$ cat src/hw/rtl/utf8_invisible_char_stripper_assert.svh
// Assertion macros for the invisible character stripper.
// Included by the RTL modules that check their own logic; no other dependency.
`ifndef UTF8_INVISIBLE_CHAR_STRIPPER_ASSERT_SVH
`define UTF8_INVISIBLE_CHAR_STRIPPER_ASSERT_SVH

`ifndef SYNTHESIS

// property must hold at every clock edge outside reset
`define UCS_ASSERT_ALWAYS(lbl, clk, rst, prop) \
   lbl: assert property (@(posedge clk) disable iff (rst) (prop)) \
      else $error("ucs assertion failed");

// consequent must hold in the cycle after the antecedent
`define UCS_ASSERT_NEXT(lbl, clk, rst, ante, cons) \
   lbl: assert property (@(posedge clk) disable iff (rst) (ante) |=> (cons)) \
      else $error("ucs assertion failed");

`else

`define UCS_ASSERT_ALWAYS(lbl, clk, rst, prop)
`define UCS_ASSERT_NEXT(lbl, clk, rst, ante, cons)

`endif

`endif

$ cat src/hw/rtl/ucs_pkg.sv
// Shared types and constants for the invisible character stripper.
// No dependencies; used by every RTL module of the block.
`timescale 1ns / 1ps

package ucs_pkg;

   // byte codes of the sequences being matched
   localparam logic [7:0] LEAD_NBSP   = 8'hC2;
   localparam logic [7:0] SECOND_NBSP = 8'hA0;
   localparam logic [7:0] LEAD_BOM    = 8'hEF;
   localparam logic [7:0] SECOND_BOM  = 8'hBB;
   localparam logic [7:0] THIRD_BOM   = 8'hBF;
   localparam logic [7:0] LEAD_ZW     = 8'hE2;
   localparam logic [7:0] SECOND_ZW   = 8'h80;
   localparam logic [7:0] THIRD_ZW_LO = 8'h8B;
   localparam logic [7:0] THIRD_ZW_HI = 8'h8F;
   localparam logic [7:0] SPACE_BYTE  = 8'h20;

   // most results one transaction can produce, and result queue depth
   localparam int MAX_RESULTS = 3;
   localparam int QUEUE_DEPTH = 4;
   localparam int QPTR_W      = $clog2(QUEUE_DEPTH);
   localparam int QCNT_W      = $clog2(QUEUE_DEPTH + 1);

   // how many bytes of a candidate sequence are held back
   typedef enum logic [1:0] {
      HOLD_NONE = 2'd0,
      HOLD_ONE  = 2'd1,
      HOLD_TWO  = 2'd2
   } hold_count_type;

   // one result transaction
   typedef struct packed {
      logic [7:0] out_byte;
      logic       byte_present;
      logic       run_end;
      logic       text_end;
   } result_type;

   // results of one input transaction, handed to the result queue
   typedef struct packed {
      logic [1:0]                   count;
      result_type [MAX_RESULTS-1:0] item;
   } push_type;

   function automatic logic is_lead(input logic [7:0] b);
      return (b == LEAD_NBSP) || (b == LEAD_BOM) || (b == LEAD_ZW);
   endfunction

endpackage

$ cat src/hw/rtl/ucs_filter.sv
// Sequence matcher: holds lead/second bytes and decodes one byte into results.
// Depends on ucs_pkg and the assertion macro header.
`timescale 1ns / 1ps
`include "utf8_invisible_char_stripper_assert.svh"

module ucs_filter (
   input  logic               clock,
   input  logic               reset,
   input  logic               advance,
   input  logic [7:0]         data_byte,
   input  logic               stream_last,
   output ucs_pkg::push_type  push
);

   logic [7:0]              held_lead_ff,   held_lead_in;
   logic [7:0]              held_second_ff, held_second_in;
   ucs_pkg::hold_count_type held_count_ff,  held_count_in;

   ucs_pkg::result_type [ucs_pkg::MAX_RESULTS-1:0] res;
   logic [1:0] n;
   logic       take_x;
   logic       match2;
   logic       drop3;

   // decode one byte against the held state
   always_comb begin
      res            = '0;
      n              = 2'd0;
      take_x         = 1'b0;
      held_lead_in   = held_lead_ff;
      held_second_in = held_second_ff;
      held_count_in  = held_count_ff;

      match2 = ((held_lead_ff == ucs_pkg::LEAD_BOM) && (data_byte == ucs_pkg::SECOND_BOM)) ||
               ((held_lead_ff == ucs_pkg::LEAD_ZW) && (data_byte == ucs_pkg::SECOND_ZW));
      drop3  = ((held_lead_ff == ucs_pkg::LEAD_BOM) && (data_byte == ucs_pkg::THIRD_BOM)) ||
               ((held_lead_ff == ucs_pkg::LEAD_ZW) && (data_byte >= ucs_pkg::THIRD_ZW_LO) &&
                (data_byte <= ucs_pkg::THIRD_ZW_HI));

      case (held_count_ff)
         ucs_pkg::HOLD_ONE: begin
            if ((held_lead_ff == ucs_pkg::LEAD_NBSP) &&
                (data_byte == ucs_pkg::SECOND_NBSP)) begin
               // no-break space becomes a plain space
               res[n].out_byte     = ucs_pkg::SPACE_BYTE;
               res[n].byte_present = 1'b1;
               n                   = n + 2'd1;
               held_lead_in        = '0;
               held_second_in      = '0;
               held_count_in       = ucs_pkg::HOLD_NONE;
            end else if (match2) begin
               held_second_in = data_byte;
               held_count_in  = ucs_pkg::HOLD_TWO;
            end else begin
               res[n].out_byte     = held_lead_ff;
               res[n].byte_present = 1'b1;
               n                   = n + 2'd1;
               take_x              = 1'b1;
            end
         end
         ucs_pkg::HOLD_TWO: begin
            if (drop3) begin
               held_lead_in   = '0;
               held_second_in = '0;
               held_count_in  = ucs_pkg::HOLD_NONE;
            end else begin
               res[n].out_byte     = held_lead_ff;
               res[n].byte_present = 1'b1;
               n                   = n + 2'd1;
               res[n].out_byte     = held_second_ff;
               res[n].byte_present = 1'b1;
               n                   = n + 2'd1;
               take_x              = 1'b1;
            end
         end
         default: begin
            take_x = 1'b1;
         end
      endcase

      // new byte examined afresh as a possible lead
      if (take_x) begin
         if (ucs_pkg::is_lead(data_byte)) begin
            held_lead_in   = data_byte;
            held_second_in = '0;
            held_count_in  = ucs_pkg::HOLD_ONE;
         end else begin
            res[n].out_byte     = data_byte;
            res[n].byte_present = 1'b1;
            n                   = n + 2'd1;
            held_lead_in        = '0;
            held_second_in      = '0;
            held_count_in       = ucs_pkg::HOLD_NONE;
         end
      end

      // end of text: flush held bytes, or emit an empty marker
      if (stream_last) begin
         if ((held_count_in == ucs_pkg::HOLD_ONE) || (held_count_in == ucs_pkg::HOLD_TWO)) begin
            res[n].out_byte     = held_lead_in;
            res[n].byte_present = 1'b1;
            n                   = n + 2'd1;
         end
         if (held_count_in == ucs_pkg::HOLD_TWO) begin
            res[n].out_byte     = held_second_in;
            res[n].byte_present = 1'b1;
            n                   = n + 2'd1;
         end
         held_lead_in   = '0;
         held_second_in = '0;
         held_count_in  = ucs_pkg::HOLD_NONE;
         if (n == 2'd0) begin
            n = 2'd1;
         end
         res[n - 2'd1].text_end = 1'b1;
      end

      if (n != 2'd0) begin
         res[n - 2'd1].run_end = 1'b1;
      end

      push.count = n;
      push.item  = res;
   end

   // held sequence state
   always_ff @(posedge clock) begin
      if (reset) begin
         held_lead_ff   <= '0;
         held_second_ff <= '0;
         held_count_ff  <= ucs_pkg::HOLD_NONE;
      end else if (advance) begin
         held_lead_ff   <= held_lead_in;
         held_second_ff <= held_second_in;
         held_count_ff  <= held_count_in;
      end
   end

   // a final byte always leaves nothing held
   `UCS_ASSERT_NEXT(a_last_clears, clock, reset, advance && stream_last, held_count_ff == ucs_pkg::HOLD_NONE)
   // the end marker is the only result without a byte
   `UCS_ASSERT_ALWAYS(a_marker_only_at_end, clock, reset, push.item[0].byte_present || push.count == 2'd0 || (stream_last && push.count == 2'd1))
   // a last transaction always produces at least one result
   `UCS_ASSERT_ALWAYS(a_last_has_result, clock, reset, !stream_last || push.count != 2'd0)

endmodule

$ cat src/hw/rtl/ucs_out_queue.sv
// Result queue: takes up to three results per cycle given room, hands out one per cycle unless stalled.
// Depends on ucs_pkg and the assertion macro header.
`timescale 1ns / 1ps
`include "utf8_invisible_char_stripper_assert.svh"

module ucs_out_queue (
   input  logic                clock,
   input  logic                reset,
   input  logic                push_en,
   input  ucs_pkg::push_type   push,
   output logic                room,
   output logic                rsp_valid,
   input  logic                rsp_stall,
   output ucs_pkg::result_type rsp_item
);

   ucs_pkg::result_type mem [ucs_pkg::QUEUE_DEPTH];

   logic [ucs_pkg::QPTR_W-1:0] wr_ptr_ff, wr_ptr_in;
   logic [ucs_pkg::QPTR_W-1:0] rd_ptr_ff, rd_ptr_in;
   logic [ucs_pkg::QCNT_W-1:0] count_ff,  count_in;
   logic [ucs_pkg::QCNT_W-1:0] count_after_pop;
   logic                       pop;

   assign rsp_valid = (count_ff != '0);
   assign rsp_item  = mem[rd_ptr_ff];
   assign pop       = rsp_valid && !rsp_stall;

   // room for a full burst of results once this cycle's pop is done
   assign count_after_pop = count_ff - ucs_pkg::QCNT_W'(pop);
   assign room = (count_after_pop <= ucs_pkg::QCNT_W'(ucs_pkg::QUEUE_DEPTH - ucs_pkg::MAX_RESULTS));

   // pointer and fill count update
   always_comb begin
      rd_ptr_in = rd_ptr_ff + ucs_pkg::QPTR_W'(pop);
      wr_ptr_in = wr_ptr_ff;
      count_in  = count_after_pop;
      if (push_en) begin
         wr_ptr_in = wr_ptr_ff + ucs_pkg::QPTR_W'(push.count);
         count_in  = count_after_pop + ucs_pkg::QCNT_W'(push.count);
      end
   end

   always_ff @(posedge clock) begin
      if (reset) begin
         wr_ptr_ff <= '0;
         rd_ptr_ff <= '0;
         count_ff  <= '0;
      end else begin
         wr_ptr_ff <= wr_ptr_in;
         rd_ptr_ff <= rd_ptr_in;
         count_ff  <= count_in;
      end
   end

   // write the burst into consecutive slots
   always_ff @(posedge clock) begin
      for (int i = 0; i < ucs_pkg::MAX_RESULTS; i++) begin
         if (push_en && (i < int'(push.count))) begin
            mem[wr_ptr_ff + ucs_pkg::QPTR_W'(i)] <= push.item[i];
         end
      end
   end

   `UCS_ASSERT_ALWAYS(a_count_bound, clock, reset, count_ff <= ucs_pkg::QCNT_W'(ucs_pkg::QUEUE_DEPTH))
   `UCS_ASSERT_ALWAYS(a_push_fits, clock, reset, !push_en || room)

endmodule

$ cat src/hw/rtl/utf8_invisible_char_stripper.sv
// An accepted transaction waits in the input register until its burst fits the queue.
// Throughput: one byte per cycle while each byte yields at most one result and rsp_stall
// is low; a byte that flushes held bytes is paced by the single-read result queue.
// Reset (synchronous, active high) empties the input register, the held sequence state
// and the result queue; the block takes a transaction in the first cycle after reset.
// Depends on ucs_pkg, ucs_filter, ucs_out_queue and the assertion macro header.
`timescale 1ns / 1ps
`include "utf8_invisible_char_stripper_assert.svh"

module utf8_invisible_char_stripper (
   input  logic       clock,
   input  logic       reset,
   input  logic       req_valid,
   output logic       req_stall,
   input  logic [7:0] req_data_byte,
   input  logic       req_stream_last,
   output logic       rsp_valid,
   input  logic       rsp_stall,
   output logic [7:0] rsp_out_byte,
   output logic       rsp_byte_present,
   output logic       rsp_run_end,
   output logic       rsp_text_end
);

   logic       in_valid_ff, in_valid_in;
   logic [7:0] in_data_ff;
   logic       in_last_ff;
   logic       room;
   logic       advance;
   logic       accept;

   ucs_pkg::push_type   push;
   ucs_pkg::result_type rsp_item;

   // input register drains into the result queue when a full burst fits
   assign advance   = in_valid_ff && room;
   assign req_stall = in_valid_ff && !room;
   assign accept    = req_valid && !req_stall;
   assign in_valid_in = accept || (in_valid_ff && !advance);

   always_ff @(posedge clock) begin
      if (reset) begin
         in_valid_ff <= 1'b0;
      end else begin
         in_valid_ff <= in_valid_in;
      end
   end

   always_ff @(posedge clock) begin
      if (accept) begin
         in_data_ff <= req_data_byte;
         in_last_ff <= req_stream_last;
      end
   end

   ucs_filter u_filter (
      .clock       (clock),
      .reset       (reset),
      .advance     (advance),
      .data_byte   (in_data_ff),
      .stream_last (in_last_ff),
      .push        (push)
   );

   ucs_out_queue u_queue (
      .clock     (clock),
      .reset     (reset),
      .push_en   (advance),
      .push      (push),
      .room      (room),
      .rsp_valid (rsp_valid),
      .rsp_stall (rsp_stall),
      .rsp_item  (rsp_item)
   );

   assign rsp_out_byte     = rsp_item.out_byte;
   assign rsp_byte_present = rsp_item.byte_present;
   assign rsp_run_end      = rsp_item.run_end;
   assign rsp_text_end     = rsp_item.text_end;

   // a transaction held in the input register is never lost while stalled
   `UCS_ASSERT_NEXT(a_hold_on_stall, clock, reset, req_stall, in_valid_ff)

endmodule

$ cat config.mk
export PLATFORM = sky130hd
export DESIGN_NAME = utf8_invisible_char_stripper
export DESIGN_NICKNAME = d
export VERILOG_FILES = /design/src/hw/rtl/ucs_pkg.sv /design/src/hw/rtl/ucs_filter.sv /design/src/hw/rtl/ucs_out_queue.sv /design/src/hw/rtl/utf8_invisible_char_stripper.sv
export VERILOG_INCLUDE_DIRS = /design/src /design/src/hw/rtl
export SDC_FILE = /design/constraint.sdc
export NUM_CORES = 1
export LEC_CHECK = 0
export BUFFER_PORTS_ARGS = -buffer_cell sky130_fd_sc_hd__buf_2
export CORE_MARGIN = 2
export CORE_UTILIZATION = 30
export CTS_CLUSTER_DIAMETER = 30
export DETAILED_ROUTE_END_ITERATION = 16
export PLACE_DENSITY = 0.47
export SETUP_SLACK_MARGIN = 0.05
export SLEW_MARGIN = 25
export SYNTH_ARGS = -nofsm -noshare
export SYNTH_HDL_FRONTEND = slang
export SYNTH_SLANG_ARGS = --single-unit
export TNS_END_PERCENT = 10
$ cat constraint.sdc
create_clock -name clock -period 11 [get_ports clock]
set_input_delay 2.2 -clock clock [delete_from_list [all_inputs] [get_ports clock]]
set_output_delay 2.2 -clock clock [all_outputs]
set_load 0.02 [all_outputs]
======== After elaboration in Yosys (flattened, before gate mapping) ========
Memories as Yosys holds them, arrays and structs flattened. A register that Yosys moved wholly into a read port is not among the register bits.
Index checks and enable logic that the tools add are counted.
storage, ports and cells
  bits in registers ....................... 35
  RAM bits ................................ 44
  input port bits ......................... 13
  logic and storage cells ................. 165
  memories kept ........................... 1
memories
  memory       depth  width  read ports  clocked after memory_dff  wr ports  RTL line             source
  u_queue.mem  4      11     1           1                         3         ucs_out_queue.sv:17  ucs_pkg::result_type mem [ucs_pkg::QUEUE_DEPTH];
cells by class
  $add $sub $neg .......................... 11
  magnitude comparators ................... 16
  eq/ne operators ......................... 14
  multiplexer cells ....................... 82
  reductions and logical operators ........ 32
operators with widths
  kind                                                               number
  bitwise mux 33 bit                                                 8
  2-to-1 mux 33 bit                                                  8
  demux 11 bit (select 2 bit)                                        8
  equality test 8 bit, second input constant                         10
  2-to-1 mux 8 bit                                                   10
  2-to-1 mux 9 bit                                                   5
  2-to-1 mux 2 bit                                                   18
  2-to-1 mux 11 bit                                                  3
  case mux 8 bit (2 select lines)                                    2
  logical AND 1 bit                                                  19
  case mux 9 bit (2 select lines)                                    1
  < comparator 2 x 3 -> 1 bit, second input constant                 5
  2-to-1 mux 1 bit                                                   12
  2-to-1 mux 3 bit                                                   4
  greater-or-equal comparator 2 x 1 -> 1 bit, second input constant  5
  adder 2 x 1 -> 2 bit, second input constant                        4
  greater-or-equal comparator 8 bit, second input constant           1
  <= comparator 8 bit, second input constant                         1
  case mux 2 bit (2 select lines)                                    2
  logical OR 1 bit                                                   6
  equality test 2 x 1 -> 1 bit, second input constant                2
  equality test 2 bit, second input constant                         2
  zero test 1 bit                                                    4
  < comparator 1 x 2 -> 1 bit, first input constant                  2
  12 further kinds                                                   13

======== Logic depth before layout (Yosys ltp) ========
  depth after elaboration ................. 27
  mapped depth ............................ 27

======== Hierarchy ========
From an unflattened synthesis, not the netlist that was laid out.
second synthesis, totals
  cell total of the unflattened synthesis .. 544
  area, all modules ....................... 5,617.9 um^2
modules (own cells, without submodules)
  module                        instances  cells each  area each (um^2)  seq. area each (um^2)
  ucs_out_queue                 1          221         3,151.8           1,461.4
  ucs_filter                    1          309         2,139.6           360.3
  utf8_invisible_char_stripper  1          14          326.6             290.3

======== Least setup slack after synthesis ========
No wires, ideal clock.
  path kind ............................... flip-flop to flip-flop
  from .................................... register in_data_ff[0]
  to ...................................... memory u_queue.mem[2][0] (netlist bit) (enable)
  data arrival time ....................... 5.706 ns
  required time ........................... 10.603 ns
  setup slack ............................. 4.897 ns
  stages on the path, launching flop included .. 25
  path buffers ............................ 3
  path through ............................ edfxtp_1 buf_6 or3_1 or4_1 nor3_1 or3_1 clkbuf_1 ha_1 nand2_1 a21oi_1 a21oi_1 inv_1 ha_1 mux2i_1 inv_1 ha_1 nand2_1 nand2_1 a211oi_1 a211o_1 and3_4 a211oi_2 buf_6 o21ai_0 a211oi_1
RTL lines
  item                      RTL line                            source
  start: declaration        utf8_invisible_char_stripper.sv:26  logic [7:0] in_data_ff;
  start signal: assignment  utf8_invisible_char_stripper.sv:51  in_data_ff <= req_data_byte;
  end: declaration          ucs_out_queue.sv:17

==> impl_metrics.json <==
{
  "tightest_slew_ps": 965,
  "cap_violations": 0,
  "path_class": "flop to flop",
  "wirelength_mm": 14.9,
  "cts_tree": "yes",
  "syn_area_per_cell_um2": 9.93,
  "fill_cells": 1805,
  "design.core.area_um2": 18000,
  "synthTopCellsByArea": "edfxtp_1 29%, mux2i_1 13%, dfxtp_1 9.5%",
  "viasPerCell": 5.44,
  "postCtsSetupBuffers": 0,
  "rsz0062_at_grt": "false",
  "die_x_um": 139,
  "layout_setup_ws_ps": 4270,
  "period_share": 0.612,
  "ys_seq_area_frac": 0.385,
  "io_buffers": 25,
  "r2r_cells": 22,
  "yosysTopAreaCell": "edfxtp_1",
  "drt_iter0_drc": 328,
  "min_path_cells": 1,
  "grt_max_degree": 26,
  "fp.dieArea_um2": 19400,
  "rows": 49,
  "synth-edff-count": 53,
  "synth_nets": 584,
  "grt_pass1_vias": 4275,
  "dpl.hpwl_mm": 11.4,
  "clockBufferDepth": 2,
  "synth-seq-cells": 79,
  "slew_viol_final": 0,
  "yosys_warnings": 0,
  "final_cell_area_um2": 6120,
  "mostFrequentLayoutCells": "69 x mux2i_1, 53 x edfxtp_1, 52 x nand2_1",
  "finClkSkew_ps": 8.11,
  "clock-root-buffer": "clkbuf_16",
  "dr.pass1.iters": 5,
  "clk_pin_slew_ps": 60,
  "p_leak_uw": 0.00226,
  "clock-sinks": 79,
  "pin_count": 26,
  "outcome": "finished, final reports clean",
  "startpoint": "in_data_ff[0]",
  "antenna_found_initial": 0,
  "start_util": 0.306,
  "setup-tns-final_ps": 0,
  "r2r-start": "in_data_ff[0]",
  "yosysTopAreaCellShare": 0.290,
  "cp-start-kind": "flop",
  "cp_top_family": "compound AO/OA/AOI/OAI gates",
  "routedWlPerCell_um": 18.9,
  "cp_slowest_stage_delay_ps": 880,
  "cts_buffers": 9,
  "fp.dieH_um": 139,
  "cpMaxStageDelayCell": "a211oi_2",
  "grt_overflow": 0,
  "layout-drive-gt1-share": 0.146,
  "hold_viol": 0,
  "ant_nets": 0,
  "worstSetupEndpointType": "flop",
  "clock_latency_ps": 340,
  "post-route-min-period_ps": 6730,
  "crit_arrival_ps": 6690,
  "cp.required_ps": 10960,
  "dp_slack_ps": 3890,
  "path_buf_inv": 3,
  "placed_cell_area_um2": 5780,
  "fin_nets": 588,
  "grt_pass1_wl_mm": 24.1,
  "cts_resized": 0,
  "ir_worst_vdd_mv": 0.0998,
  "max_clock_freq_ghz": 0.149,
  "dr_total_vias": 4301,
  "grtUsageTotal": 0.157,
  "crit_cells": 22,
  "place_congestion": 0.929,
  "setup_viol": 0,
  "syn2layout_area_growth_pct": 11.5,
  "maxSlewHeadroom": 0.356,
  "p_per_area_nw_per_um2": 157,
  "multi_input_area_um2": 3160,
  "area.sequential_um2": 2110,
  "hp-class": "flop to flop",
  "path_cells": "or3_1 > or4_1 > nor3_1 > or3_1 > ha_1 > nand2_1 > a21oi_1 > a21oi_1 > inv_1 > ha_1 > mux2i_1 > inv_1 > ha_1 > nand2_1 > nand2_1 > a211oi_1 > a211oi_1 > nor4_1 > a211oi_4 > buf_8 > o21ai_0 > a211oi_2",
  "hold_start": "u_filter.held_second_ff[2]",
  "postCtsHoldBufs": 0,
  "htree_num_levels": 3,
  "path_max_fanout": 17,
  "synthArstFlopShare": 0,
  "synth_cells": 553,
  "layout_commonest_cell": "mux2i_1",
  "ys_types": 64,
  "syn_area_um2": 5490,
  "ys.flop_type": "edfxtp_1",
  "n_antenna_cell": 0,
  "drcViolationCount": 0
}
## worst paths after layout
check / to / slack, ps
worst max register to register: u_queue.mem[2][6] / 4270
worst min register to register: u_filter.held_second_ff[2] / 490
worst min-delay path: u_filter.held_second_ff[2] / 490
worst max-delay path: u_queue.mem[2][6] / 4270
## routing by layer
metal  GRT usage  routed length, um  vias to the layer above
li1            -                  -                     2077
met1       0.214               7100                     2107
met2       0.251               6990                      107
met3      0.0379                662                       10
met4      0.0425                167                        0
met5           0                  0                        -
## power breakdown
group / total (uW) / switching [uW] / internal (uW)
combinational: 243 / 144 / 99.5
clock: 320 / 119 / 200
sequential: 399 / 41.9 / 357
total: 962 / 305 / 656
## flip-flops by register name, summed over array words and instances, names as in the netlist
signal                   cells
u_filter.held_count_ff       2
u_queue.count_ff             3
in_valid_ff                  1
u_filter.held_lead_ff        8
in_data_ff                   8
u_queue.rd_ptr_ff            2
u_filter.held_second_ff      8
u_queue.mem                 44
in_last_ff                   1
u_queue.wr_ptr_ff            2
## cell families (layout without fill, tap and decap cells)
group | count (synthesis) | after routing | synth area share
and+or+nand+nor | 174 | 174 | 0.167
AOI/OAI and AO/OA | 127 | 127 | 0.151
muxes | 90 | 90 | 0.193
DFF | 79 | 79 | 0.385
buffers and inverters | 58 | 67 | 0.0497
adders and majority gates | 18 | 18 | 0.0424
xor gates and xnor gates | 7 | 7 | 0.0112
## Yosys cell counts (7+ instances only)
cell      number
a211oi_1      11
a21oi_1       44
and3_1        13
clkbuf_1      22
dfxtp_1       26
edfxtp_1      53
ha_1          17
inv_1         21
mux2_2         7
mux2i_1       69
mux4_2        12
nand2_1       52
nand3_1       11
nor2_1        37
nor3_1         8
o21ai_0       21
## area by class of cell
cell class / count / share of cell area
multi-input cells: 416 / 0.515
flip-flops and latches: 79 / 0.345
well taps: 229 / 0.0468
clock buffers: 10 / 0.0374
repair buffers: 29 / 0.0266
clock inverters: 6 / 0.0153
inverters: 22 / 0.0139
## stage by stage
step                hold slack, ps  power (uW)   util  cells
floorplan                      452         570      -    553
global placement               475         644  0.321    774
detailed placement             482         649  0.322    774
CTS                            494         972  0.340    790
global route                   506        1020  0.341    791
finish                         490         962  0.341    791
## worst reg2reg max path, cell delays in order (launching register included)
cell      delay, ps
edfxtp_1        520
or3_1           480
or4_1           530
nor3_1          150
or3_1           250
ha_1            280
nand2_1          80
a21oi_1          50
a21oi_1         380
inv_1           120
ha_1            300
mux2i_1         180
inv_1            90
ha_1            280
nand2_1          70
nand2_1         120
a211oi_1         70
a211oi_1        470
nor4_1          160
a211oi_4        460
buf_8           230
o21ai_0         210
a211oi_2        880
No activity file was read; power rests on OpenSTA's default activity.
